`src/hdl/iflr_pkg.sv`:
```
// shared types and codes for the ipv4 first-match route lookup
package iflr_pkg;

   localparam int ENTRY_INDEX_W = 4;
   localparam int IFACE_W       = 4;
   localparam int ADDR_W        = 32;
   localparam int STATUS_W      = 3;
   localparam logic [ADDR_W-1:0] ALL_ONES = 32'hFFFF_FFFF;

   typedef enum logic [1:0] {
      REQ_WR_ROUTE  = 2'd0,
      REQ_WR_SUBNET = 2'd1,
      REQ_LOOKUP    = 2'd2,
      REQ_BCAST     = 2'd3
   } req_kind_type;

   typedef enum logic [STATUS_W-1:0] {
      ST_WRITE   = 3'd0,
      ST_ROUTE   = 3'd1,
      ST_SUBNET  = 3'd2,
      ST_GATEWAY = 3'd3,
      ST_BCAST   = 3'd4,
      ST_NONE    = 3'd5
   } status_type;

   // request travelling down the cell row
   typedef struct packed {
      logic                     valid;
      req_kind_type             kind;
      logic [ENTRY_INDEX_W-1:0] entry_index;
      logic [ADDR_W-1:0]        dest_ip;
      logic [ADDR_W-1:0]        net_addr;
      logic [ADDR_W-1:0]        net_mask;
      logic [ADDR_W-1:0]        gateway_ip;
      logic [IFACE_W-1:0]       iface_id;
      logic                     entry_valid;
      logic                     use_iface;
   } token_type;

   // partial answer gathered along the row
   typedef struct packed {
      logic                     route_hit;
      logic [ENTRY_INDEX_W-1:0] route_idx;
      logic [IFACE_W-1:0]       route_iface;
      logic                     subnet_hit;
      logic [ENTRY_INDEX_W-1:0] subnet_idx;
      logic [IFACE_W-1:0]       subnet_iface;
      logic                     gw_hit;
      logic [ENTRY_INDEX_W-1:0] gw_idx;
      logic [IFACE_W-1:0]       gw_iface;
      logic [ADDR_W-1:0]        gw_ip;
      logic                     bc_hit;
      logic [ADDR_W-1:0]        bc_ip;
   } acc_type;

endpackage

```
`src/hdl/iflr_cell.sv`:
```
// one cell of the row: one route entry, one subnet entry and a pipeline stage
module iflr_cell #(
   parameter int CELL_INDEX = 0,
   parameter bit ROUTE_EN   = 1'b1,
   parameter bit SUBNET_EN  = 1'b1
) (
   input  logic                clock,
   input  logic                reset,
   input  logic                advance,
   input  iflr_pkg::token_type up_tok,
   input  iflr_pkg::acc_type   up_acc,
   output iflr_pkg::token_type dn_tok,
   output iflr_pkg::acc_type   dn_acc
);

   localparam int IW = iflr_pkg::ENTRY_INDEX_W;
   localparam int AW = iflr_pkg::ADDR_W;
   localparam int FW = iflr_pkg::IFACE_W;
   localparam bit INDEX_REACHABLE = (CELL_INDEX < (1 << IW));
   localparam logic [IW-1:0] CELL_CODE = IW'(CELL_INDEX);

   logic          r_valid_ff;
   logic [AW-1:0] r_addr_ff;
   logic [AW-1:0] r_mask_ff;
   logic [FW-1:0] r_iface_ff;
   logic          s_valid_ff;
   logic [AW-1:0] s_addr_ff;
   logic [AW-1:0] s_mask_ff;
   logic [AW-1:0] s_gw_ff;
   logic [FW-1:0] s_iface_ff;

   iflr_pkg::token_type tok_ff;
   iflr_pkg::acc_type   acc_ff;
   iflr_pkg::acc_type   acc_in;

   logic sel;
   logic wr_route;
   logic wr_subnet;
   logic r_match;
   logic s_match;

   assign sel       = up_tok.valid && INDEX_REACHABLE && (up_tok.entry_index == CELL_CODE);
   assign wr_route  = advance && sel && ROUTE_EN && (up_tok.kind == iflr_pkg::REQ_WR_ROUTE);
   assign wr_subnet = advance && sel && SUBNET_EN && (up_tok.kind == iflr_pkg::REQ_WR_SUBNET);

   assign r_match = r_valid_ff && (((up_tok.dest_ip ^ r_addr_ff) & r_mask_ff) == '0);
   assign s_match = s_valid_ff && (((up_tok.dest_ip ^ s_addr_ff) & s_mask_ff) == '0);

   always_comb begin
      acc_in = up_acc;
      if (!up_acc.route_hit && r_match) begin
         acc_in.route_hit   = 1'b1;
         acc_in.route_idx   = CELL_CODE;
         acc_in.route_iface = r_iface_ff;
      end
      if (!up_acc.subnet_hit && s_match) begin
         acc_in.subnet_hit   = 1'b1;
         acc_in.subnet_idx   = CELL_CODE;
         acc_in.subnet_iface = s_iface_ff;
      end
      if (!up_acc.gw_hit && s_valid_ff && (s_gw_ff != '0)) begin
         acc_in.gw_hit   = 1'b1;
         acc_in.gw_idx   = CELL_CODE;
         acc_in.gw_iface = s_iface_ff;
         acc_in.gw_ip    = s_gw_ff;
      end
      if (sel && s_valid_ff) begin
         acc_in.bc_hit = 1'b1;
         acc_in.bc_ip  = s_addr_ff | ~s_mask_ff;
      end
   end

   always_ff @(posedge clock) begin
      if (reset) begin
         r_valid_ff <= 1'b0;
         s_valid_ff <= 1'b0;
         tok_ff     <= '0;
      end else begin
         if (wr_route) begin
            r_valid_ff <= up_tok.entry_valid;
         end
         if (wr_subnet) begin
            s_valid_ff <= up_tok.entry_valid;
         end
         if (advance) begin
            tok_ff <= up_tok;
         end
      end
   end

   // entry payload, only read behind its valid bit, and the stage's answer register
   always_ff @(posedge clock) begin
      if (wr_route) begin
         r_addr_ff  <= up_tok.net_addr;
         r_mask_ff  <= up_tok.net_mask;
         r_iface_ff <= up_tok.iface_id;
      end
      if (wr_subnet) begin
         s_addr_ff  <= up_tok.net_addr;
         s_mask_ff  <= up_tok.net_mask;
         s_gw_ff    <= up_tok.gateway_ip;
         s_iface_ff <= up_tok.iface_id;
      end
      if (advance) begin
         acc_ff <= acc_in;
      end
   end

   assign dn_tok = tok_ff;
   assign dn_acc = acc_ff;

endmodule

```
`config.mk`:
```
export PLATFORM = sky130hd
export DESIGN_NAME = iflr_cell
export DESIGN_NICKNAME = d
export VERILOG_FILES = /design/src/hdl/iflr_pkg.sv /design/src/hdl/iflr_cell.sv
export SDC_FILE = /design/constraint.sdc
export NUM_CORES = 1
export LEC_CHECK = 0
export BUFFER_PORTS_ARGS = -buffer_cell sky130_fd_sc_hd__clkbuf_2
export CAP_MARGIN = 20
export CORE_ASPECT_RATIO = 0.6
export CORE_MARGIN = 2
export CORE_UTILIZATION = 30
export CTS_CLUSTER_SIZE = 40
export DETAILED_ROUTE_END_ITERATION = 8
export PLACE_DENSITY = 0.57
export SYNTH_ARGS = -nofsm -noshare
export SYNTH_HDL_FRONTEND = slang
export SYNTH_SLANG_ARGS = --single-unit
```
`constraint.sdc`:
```
create_clock -name clock -period 11.4 [get_ports clock]
set_input_delay 1.14 -clock clock [delete_from_list [all_inputs] [get_ports clock]]
set_output_delay 1.14 -clock clock [all_outputs]
set_load 0.005 [all_outputs]
```
==> results_dict.tcl, run 1 <==
set metrics [dict create \
    synth_top_cell_by_area "edfxtp_1" \
    fin_crit_sh 0.316 \
    ys_top_cells_by_count "260 x edfxtp_1, 143 x dfxtp_1, 143 x mux2i_1, 143 x nor2_1, 64 x xor2_1" \
    crit_path_start_kind "input pin" \
    synth.net_count 1250 \
    grt_pass1_vias 9743 \
    pre_cts_ws_ns 7.30 \
    worst_pin_slew_ns 1.06 \
    yosys.area.top_type_share 0.522 \
    cp_max_fo 63 \
    setup_viol 0 \
    postCtsSetupBuffers 0 \
    grt_overflow 0 \
    power_mw 3.22 \
    initial_core_util 0.303 \
    rows 63 \
    skew_ns 0.0230 \
    async_flop_share 0 \
    port_buffers 468 \
    hold_class "flip-flop to flip-flop" \
    fin_tns_setup_ns 0 \
    synth_seq_cells 403 \
    clk_path_buf_depth 3 \
    core_area_mm2 0.0493 \
    holdBufCountCts 0 \
    slew_headroom 0.293 \
    gp_congestion 0.837 \
    fill_cells 4754 \
    vias 9749 \
    hold_violations 0 \
    powerDensity_mw_per_mm2 166 \
    cts_root_buffer "clkbuf_16" \
    synth-edff-count 260 \
    setup_ws_ns 7.79 \
    grt_max_degree 82 \
    routedWlPerCell_um 20.4 \
    outcome "finished clean" \
    vias_per_cell 4.50 \
    cp.required_ns 11.54 \
    track_usage 0.166 \
    rsz0062_at_grt "false" \
    die_y_um 177 \
    synthDistinctLibCells 29 \
    worstSkewPairLatency_ns 0.54 \
    cts_tree "yes" \
    synth.cell_area_mm2 0.0150 \
    drt-total-wl_um 44300 \
    max_freq_ghz 0.277 \
    drtPass1Iterations 4 \
    ys.flop_type "edfxtp_1" \
    dieArea_mm2 0.0517 \
    fin_util 0.392 \
    area_growth_syn_to_layout_pct 29.4 \
    cts_resized 0 \
    htree_levels 2 \
    route.detailed.drc 0 \
    layout.nets 1721 \
    slew_viol_final 0 \
    synth.area.top_cells "edfxtp_1 52%, dfxtp_1 19%, mux2i_1 9.6%" \
    drt_iter0_drc 571 \
    p_leak_nw 8.29 \
    ff2ff_path_depth 5 \
    setup.worst_path.end_class "flip-flop" \
    grt_pass1_wl_um 63400 \
    path_clk_slew_ns 0.07 \
    maxCapViolations 0 \
    period_minus_slack_ns 3.61 \
    ir_drop_uv 86.5 \
    drive_gt1_frac 0.393 \
    fp.dieW_um 292 \
    yosysWarnings 0 \
    dp_hpwl_um 32700 \
    worstSetupPathType "input pin to flip-flop" \
    crit_arrival_ns 3.75 \
    final_antenna_net_count 0 \
    yosysSeqAreaShare 0.713 \
    yosysMostFrequentCell "edfxtp_1" \
    cts.sinks 403 \
    whs_path_depth 2 \
    num_io_pins 469 \
    hold_slack_ns 0.490 \
    synth_area_per_cell_um2 14.8 \
    netlist_instances 1014 \
    numCtsBuffers 40 \
    antenna_found_initial 2 \
]
[cell type report]
type / count / area [um^2] / area share
Clock buffer: 54 / 1160 / 0.0598
Tap cell: 650 / 813 / 0.0420
Timing Repair Buffer: 475 / 2410 / 0.125
Antenna cell: 3 / 7.51 / 0.000388
Multi-Input combinational cell: 565 / 4120 / 0.213
Clock inverter: 18 / 180 / 0.00931
Sequential cell: 403 / 10700 / 0.551
[where the power goes]
group	total, mW	switching (mW)	internal, mW
Combinational	0.238	0.128	0.110
Clock	1.35	0.562	0.785
Sequential	1.63	0.0233	1.61
[critical path, cell delays in order]
cell	delay, ns
clkbuf_2	0.09
nand2b_1	0.14
nor4_1	0.61
and4b_4	0.81
buf_4	0.79
[stage by stage]
stage	instances	instance area, um^2
2_1_floorplan	1014	15000
3_3_place_gp	2093	18000
3_5_place_dp	2093	18000
4_1_cts	2165	19400
5_1_grt	2166	19400
6_report	2168	19400
[final timing paths]
check        slack [ns]                      from                        to
max                7.79               up_tok[134]    s_addr_ff[8]$_DFFE_PP_
min                0.49  dn_tok[122]$_SDFFE_PP0P_  dn_tok[122]$_SDFFE_PP0P_
max reg2reg        8.51      s_gw_ff[1]$_DFFE_PP_      dn_acc[59]$_DFFE_PP_
min reg2reg        0.49  dn_tok[122]$_SDFFE_PP0P_  dn_tok[122]$_SDFFE_PP0P_
[flip-flops by register name (all words and copies together), names as in the netlist, 4 cells and up]
| signal | cells |
|---|---|
| r_addr_ff | 32 |
| s_addr_ff | 32 |
| s_mask_ff | 32 |
| dn_tok | 141 |
| dn_acc | 92 |
| r_mask_ff | 32 |
| s_iface_ff | 4 |
| r_iface_ff | 4 |
| s_gw_ff | 32 |
[metal layers]
metal / routed length [um] / vias to the layer above / global-route usage
met5: 0 / - / 0
met4: 1020 / 0 / 0.0444
met3: 2560 / 66 / 0.0379
met2: 20800 / 289 / 0.270
met1: 19900 / 4773 / 0.223
li1: - / 4621 / -
[cells by family after synthesis]
kind of cell,count (synthesis),share of synthesized area
simple gates,251,0.0770
buf+inv,46,0.0128
compound gates,63,0.0288
flops,403,0.713
mux,187,0.131
xor+xnor,64,0.0375
[placed cells by master, fill, tap and decap left out, drive strengths merged, types with 3 or more instances in the layout]
master,instances
a221oi,4
a22o,4
a22oi,20
and2,12
buf,9
bufinv,3
clkbuf,520
clkinv,12
dfxtp,143
diode,3
edfxtp,260
mux2,44
mux2i,143
nand2,35
nand2b,3
nand4,8
nor2,143
nor2b,32
nor4,9
o21ai,33
xor2,64
No activity file was read; power rests on OpenSTA's default activity.
==> inputs of run 2 (changes only) <==
==> constraint.sdc (replaced) <==
create_clock -name clock -period 3.7 [get_ports clock]
set_input_delay 0.37 -clock clock [delete_from_list [all_inputs] [get_ports clock]]
set_output_delay 0.37 -clock clock [all_outputs]
set_load 0.005 [all_outputs]
==> run 2 against run 1 <==
  * Utilization up 0.39 points
  * Total power rose to 3.1 times the previous value
  * Clock power rose to 3.0 times the previous value
  * Register-to-register slack worse by 7.6 ns
  * Die area unchanged
  * Final cell count up 0.83%
  * Critical path depth up 1
  * Hold slack worse by 0.45 ns
  * Worst setup slack worse by 6.9 ns
  * Largest power group unchanged
==> results_dict.tcl, run 2 (synthesized netlist as in run 1, its figures left out) <==
set metrics [dict create \
    most-common-layout-cells "466 x clkbuf_2, 260 x edfxtp_1, 143 x mux2i_1, 143 x nor2_1, 143 x dfxtp_1" \
    track_usage 0.158 \
    vias 9693 \
    crit_path_start_kind "flip-flop" \
    whs_path_depth 1 \
    drtPass1Iterations 5 \
    outcome "finished clean" \
    port_buffers 468 \
    core_area_mm2 0.0493 \
    stdcell_area_mm2 0.0196 \
    drt-total-wl_um 42600 \
    layout.nets 1740 \
    drt_iter0_drc 522 \
    r2r_end "dn_acc[57]$_DFFE_PP_" \
    num_io_pins 469 \
    cp_max_fo 22 \
    setup_ws_ns 0.865 \
    rsz0062_at_grt "false" \
    worstSkewPairLatency_ns 0.54 \
    largest_reg_flops 141 \
    gp_congestion 0.823 \
    setup_viol 0 \
    grt_overflow 0 \
    grt_max_degree 112 \
    fp.dieW_um 292 \
    slew_viol_final 0 \
    clk_path_buf_depth 3 \
    max_freq_ghz 0.353 \
    fill_cells 4773 \
    maxCapViolations 0 \
    critical_path.reg2reg.startpoint "s_gw_ff[27]$_DFFE_PP_" \
    fin_crit_sh 0.766 \
    powerDensity_mw_per_mm2 504 \
    reg2reg_setup_slack_ns 0.87 \
    period_minus_slack_ns 2.83 \
    cts_tree "yes" \
    dpl_cell_area_mm2 0.0181 \
    dp_hpwl_um 30700 \
    routedWlPerCell_um 19.5 \
    path_clk_slew_ns 0.06 \
    skew_ns 0.0202 \
    antenna_found_initial 0 \
    antennaDiodeCount 0 \
    route.detailed.drc 0 \
    holdPathEnd "s_gw_ff[16]$_DFFE_PP_" \
    ff2ff_path_depth 6 \
    ir_drop_uv 244 \
    cts_resized 0 \
    grt_pass1_wl_um 61300 \
    fin_tns_setup_ns 0 \
    rows 63 \
    die_y_um 177 \
    setup.worst_path.end_class "flip-flop" \
    area_growth_syn_to_layout_pct 30.7 \
    final_antenna_net_count 0 \
    cp.required_ns 3.99 \
    p_leak_nw 8.36 \
    vias_per_cell 4.43 \
    min_from "up_tok[22]" \
    grt_pass1_vias 9669 \
    dieArea_mm2 0.0517 \
    cts_root_buffer "clkbuf_16" \
    initial_core_util 0.303 \
    numCtsBuffers 41 \
    slew_headroom 0.370 \
    htree_levels 2 \
    cts.sinks 403 \
    layout_commonest_cell "clkbuf_2" \
    worstSetupPathType "flip-flop to flip-flop" \
    hold_violations 0 \
    power_mw 9.85 \
    worst_pin_slew_ns 0.942 \
    hold_class "input pin to flip-flop" \
    crit_arrival_ns 3.13 \
    pre_cts_ws_ns 0.709 \
    drive_gt1_frac 0.387 \
]
==> run 2: cell types whose count changed in the layout (fill, tap and decap cells not counted), sizes merged <==
cell and change:
buf +3, diode -3, clkinv +1, inv +2
dlygate4sd3 +15
==> run 2: metal layers <==
layer | up-vias | track usage | routed length, um
met4 | 0 | 0.0353 | 725
met1 | 4706 | 0.212 | 19400
li1 | 4649 | - | -
met2 | 285 | 0.259 | 19900
met3 | 53 | 0.0383 | 2490
met5 | - | 0 | 0
==> run 2: per-stage QoR <==
step / util / hold WS (ns) / instances
3_5_place_dp: 0.367 / 0.484 / 2096
2_1_floorplan: - / 0.461 / 1014
6_report: 0.396 / 0.0359 / 2186
3_3_place_gp: 0.367 / 0.472 / 2096
4_1_cts: 0.396 / 0.00216 / 2186
5_1_grt: 0.396 / 0.00838 / 2186
==> run 2: how the worst max path moves through the flow <==
stage	from	end
finish	s_gw_ff[27]$_DFFE_PP_	dn_acc[57]$_DFFE_PP_
global route	s_gw_ff[27]$_DFFE_PP_	dn_acc[60]$_DFFE_PP_
floorplan	up_tok[134]	r_valid_ff$_SDFFE_PP0P_
global placement	up_tok[132]	dn_acc[85]$_DFFE_PP_
CTS	s_gw_ff[27]$_DFFE_PP_	dn_acc[55]$_DFFE_PP_
detailed placement	up_tok[132]	dn_acc[85]$_DFFE_PP_
==> run 2: cell type report <==
type                            count  area, um^2  share of cell area
Clock inverter                     21         194             0.00992
Sequential cell                   403       10700               0.546
Clock buffer                       54        1100              0.0561
Timing Repair Buffer              493        2660               0.136
Tap cell                          650         813              0.0416
Multi-Input combinational cell    565        4120               0.211
==> run 2: where the power goes <==
group	internal, mW	total (mW)	switching (mW)	leakage, nW
clock network	2.31	4.08	1.77	0.629
registers	4.96	5.03	0.0706	3.59
logic	0.354	0.741	0.387	4.14
==> run 2: critical path, stage by stage (launching register included) <==
cell and delay [ns]:
edfxtp_1 0.40, nor4_1 0.48, nand4_1 0.21, o21ai_0 0.25, or2_2 0.47, buf_4 0.39
mux2_2 0.38
==> run 2: timing repair <==
action                                 CTS  global route
hold buffers                            15             0
endpoints found under the hold margin   15             0
setup buffers                            0             0
==> inputs of run 3 (changes only) <==
--- a/config.mk
+++ b/config.mk
@@ -5,6 +5,7 @@
 export SDC_FILE = /design/constraint.sdc
 export NUM_CORES = 1
 export LEC_CHECK = 0
+export ABC_AREA = 1
 export BUFFER_PORTS_ARGS = -buffer_cell sky130_fd_sc_hd__clkbuf_2
 export CAP_MARGIN = 20
 export CORE_ASPECT_RATIO = 0.6
@@ -12,7 +13,7 @@
 export CORE_UTILIZATION = 30
 export CTS_CLUSTER_SIZE = 40
 export DETAILED_ROUTE_END_ITERATION = 8
-export PLACE_DENSITY = 0.57
+export PLACE_DENSITY = 0.58
 export SYNTH_ARGS = -nofsm -noshare
 export SYNTH_HDL_FRONTEND = slang
 export SYNTH_SLANG_ARGS = --single-unit
==> constraint.sdc (replaced) <==
create_clock -name clock -period 2.5 [get_ports clock]
set_input_delay 0.25 -clock clock [delete_from_list [all_inputs] [get_ports clock]]
set_output_delay 0.25 -clock clock [all_outputs]
set_load 0.005 [all_outputs]
==> run 3 against run 2 <==
  * Count of clock-buffer cells in the layout increased by 7
  * Wire length increased by 18%
  * Sequential power increased by 48%
  * Combinational power increased by 81%
  * Synthesized cell count increased by 42%
  * Largest cell class unchanged
  * Sequential share of layout area decreased by 4.8 points
  * Critical path depth increased by 4
  * Clock power increased by 41%
==> results_dict.tcl, run 3 <==
set metrics [dict create \
    outcome "finished clean" \
    fin_util 0.432 \
    track_usage 0.185 \
    slew_headroom 0.359 \
    dpl_cell_area_mm2 0.0183 \
    cts.sinks 403 \
    dieArea_mm2 0.0525 \
    worstSetupPathType "flip-flop to flip-flop" \
    period_minus_slack_ns 2.19 \
    p_leak_nw 9.52 \
    fp.dieW_um 294 \
    initial_core_util 0.306 \
    rsz0062_at_grt "false" \
    skew_ns 0.0146 \
    layout.nets 2334 \
    drive_gt1_frac 0.269 \
    grt_overflow 0 \
    maxCapViolations 0 \
    synth.net_count 1677 \
    largest_reg_flops 141 \
    pre_cts_ws_ns 0.249 \
    final_antenna_net_count 0 \
    path_cells "inv_1 > nand2_1 > nand3_1 > nand2_1 > nor2_1 > nand2_1 > nor2_2 > nand3_2 > nand2_1 > nand2_1" \
    dp_cells 2520 \
    slew_viol_final 0 \
    power_mw 14.6 \
    fin_tns_setup_ns 0 \
    holdBufCountCts 186 \
    async_flop_share 0 \
    cp_num_buf_inv 1 \
    synth.cell_area_mm2 0.0152 \
    yosysWarnings 0 \
    ys.flop_type "edfxtp_1" \
    port_buffers 468 \
    cp_max_fo 9 \
    synth_area_per_cell_um2 10.5 \
    cts_tree "yes" \
    dp_hpwl_um 35900 \
    numCtsBuffers 40 \
    crit_slowest_cell "edfxtp_1" \
    setup.worst_path.end_class "flip-flop" \
    cp.required_ns 2.78 \
    synth_top_cell_by_area "edfxtp_1" \
    ir_drop_uv 402 \
    worstSkewPairLatency_ns 0.53 \
    cts_root_buffer "clkbuf_16" \
    powerDensity_mw_per_mm2 680 \
    crit_arrival_ns 2.47 \
    grt_pass1_wl_um 72800 \
    hold_class "input pin to flip-flop" \
    synth_seq_cells 403 \
    netlist_instances 1441 \
    grt_pass1_vias 12239 \
    max_freq_ghz 0.457 \
    cp_slowest_stage_delay_ns 0.39 \
    routedWlPerCell_um 18.0 \
    path_clk_slew_ns 0.06 \
    die_y_um 178 \
    synth.area.top_cells "edfxtp_1 51%, dfxtp_1 19%, nor2_1 6.7%" \
    most-common-layout-cells "467 x clkbuf_2, 269 x nor2_1, 260 x edfxtp_1" \
    rows 63 \
    area_growth_syn_to_layout_pct 41.2 \
    ys_top_cells_by_count "270 x nor2_1, 260 x edfxtp_1, 223 x nand2_1" \
    stdcell_area_mm2 0.0214 \
    antenna_found_initial 2 \
    vias 12625 \
    gp_congestion 0.826 \
    core_area_mm2 0.0497 \
    yosys.area.top_type_share 0.515 \
    setup_viol 0 \
    crit_family "simple AND/OR/NAND/NOR gates" \
    yosysSeqAreaShare 0.703 \
    synthDistinctLibCells 28 \
    yosysMostFrequentCell "nor2_1" \
    htree_levels 2 \
    hold_slack_ns 0.0215 \
    postCtsSetupBuffers 0 \
    synth-edff-count 260 \
    crit_path_start_kind "flip-flop" \
    layout_commonest_cell "clkbuf_2" \
    drt_iter0_drc 872 \
    clk_path_buf_depth 3 \
    setup_ws_ns 0.313 \
    crit_path_frequent_cell "nand2_1" \
    final_cells 2779 \
    drt-total-wl_um 50100 \
    worst_pin_slew_ns 0.962 \
    grt_max_degree 89 \
    num_io_pins 469 \
    hold_violations 0 \
    cts_resized 0 \
    route.detailed.drc 0 \
    drtPass1Iterations 5 \
    vias_per_cell 4.54 \
    fin_crit_sh 0.875 \
]
[run 3: cell types whose count changed after synthesis, sizes merged, moves of 14 or more]
cell	before	now
a21oi	0	36
nand2	35	224
a31oi	0	32
inv	0	140
nand3	0	67
mux2i	143	0
nor2b	32	0
clkbuf	27	41
a22oi	20	0
o21ai	33	173
mux2	44	0
xor2	64	4
nor2	143	274
[run 3: final timing paths]
path                       startpoint                  endpoint  slack [ns]  depth (start not counted)
max reg2reg   s_addr_ff[26]$_DFFE_PP_      dn_acc[75]$_DFFE_PP_        0.31                         10
max           s_addr_ff[26]$_DFFE_PP_      dn_acc[75]$_DFFE_PP_        0.31                         10
min                        up_acc[54]      dn_acc[54]$_DFFE_PP_        0.02                          3
min reg2reg  dn_tok[138]$_SDFFE_PP0P_  dn_tok[138]$_SDFFE_PP0P_        0.47                          2
[run 3: layout make-up]
class / count / area (um^2)
multi-input combinational: 839 / 3720
clock buffer: 61 / 1170
sequential: 403 / 10700
fill: 4671 / 28200
inverter: 140 / 537
clock inverter: 10 / 58.8
antenna: 2 / 5.00
tap: 650 / 813
timing repair buffer: 674 / 4450
[run 3: cells by family (layout without fill, tap and decap cells)]
| group | count (synthesis) | count (layout) | synth area share |
|---|---|---|---|
| AO/OA/AOI/OAI | 242 | 242 | 0.0828 |
| XOR/XNOR | 4 | 4 | 0.00231 |
| buffers and inverters | 199 | 885 | 0.0520 |
| flip-flops | 403 | 403 | 0.703 |
| other | 0 | 2 | 0 |
| AND/OR/NAND/NOR | 593 | 593 | 0.160 |
[run 3: layer usage]
metal  up-vias  track usage  routed length [um]
met1      5987        0.256               22900
met3        77       0.0359                2710
li1       6165            -                   -
met2       396        0.295               23100
met4         0       0.0544                1380
met5         -            0                   0
[run 3: power breakdown]
part | internal [mW] | leakage [nW] | switching, mW
logic | 0.634 | 5.31 | 0.705
registers | 7.35 | 3.60 | 0.109
clock network | 3.24 | 0.602 | 2.53
[run 3: tightest hold or removal path, delay by kind of cell]
family,cells,cell delay [ns]
buffers and inverters,1,0.08
AOI/OAI and AO/OA,1,0.07
and+or+nand+nor,1,0.04
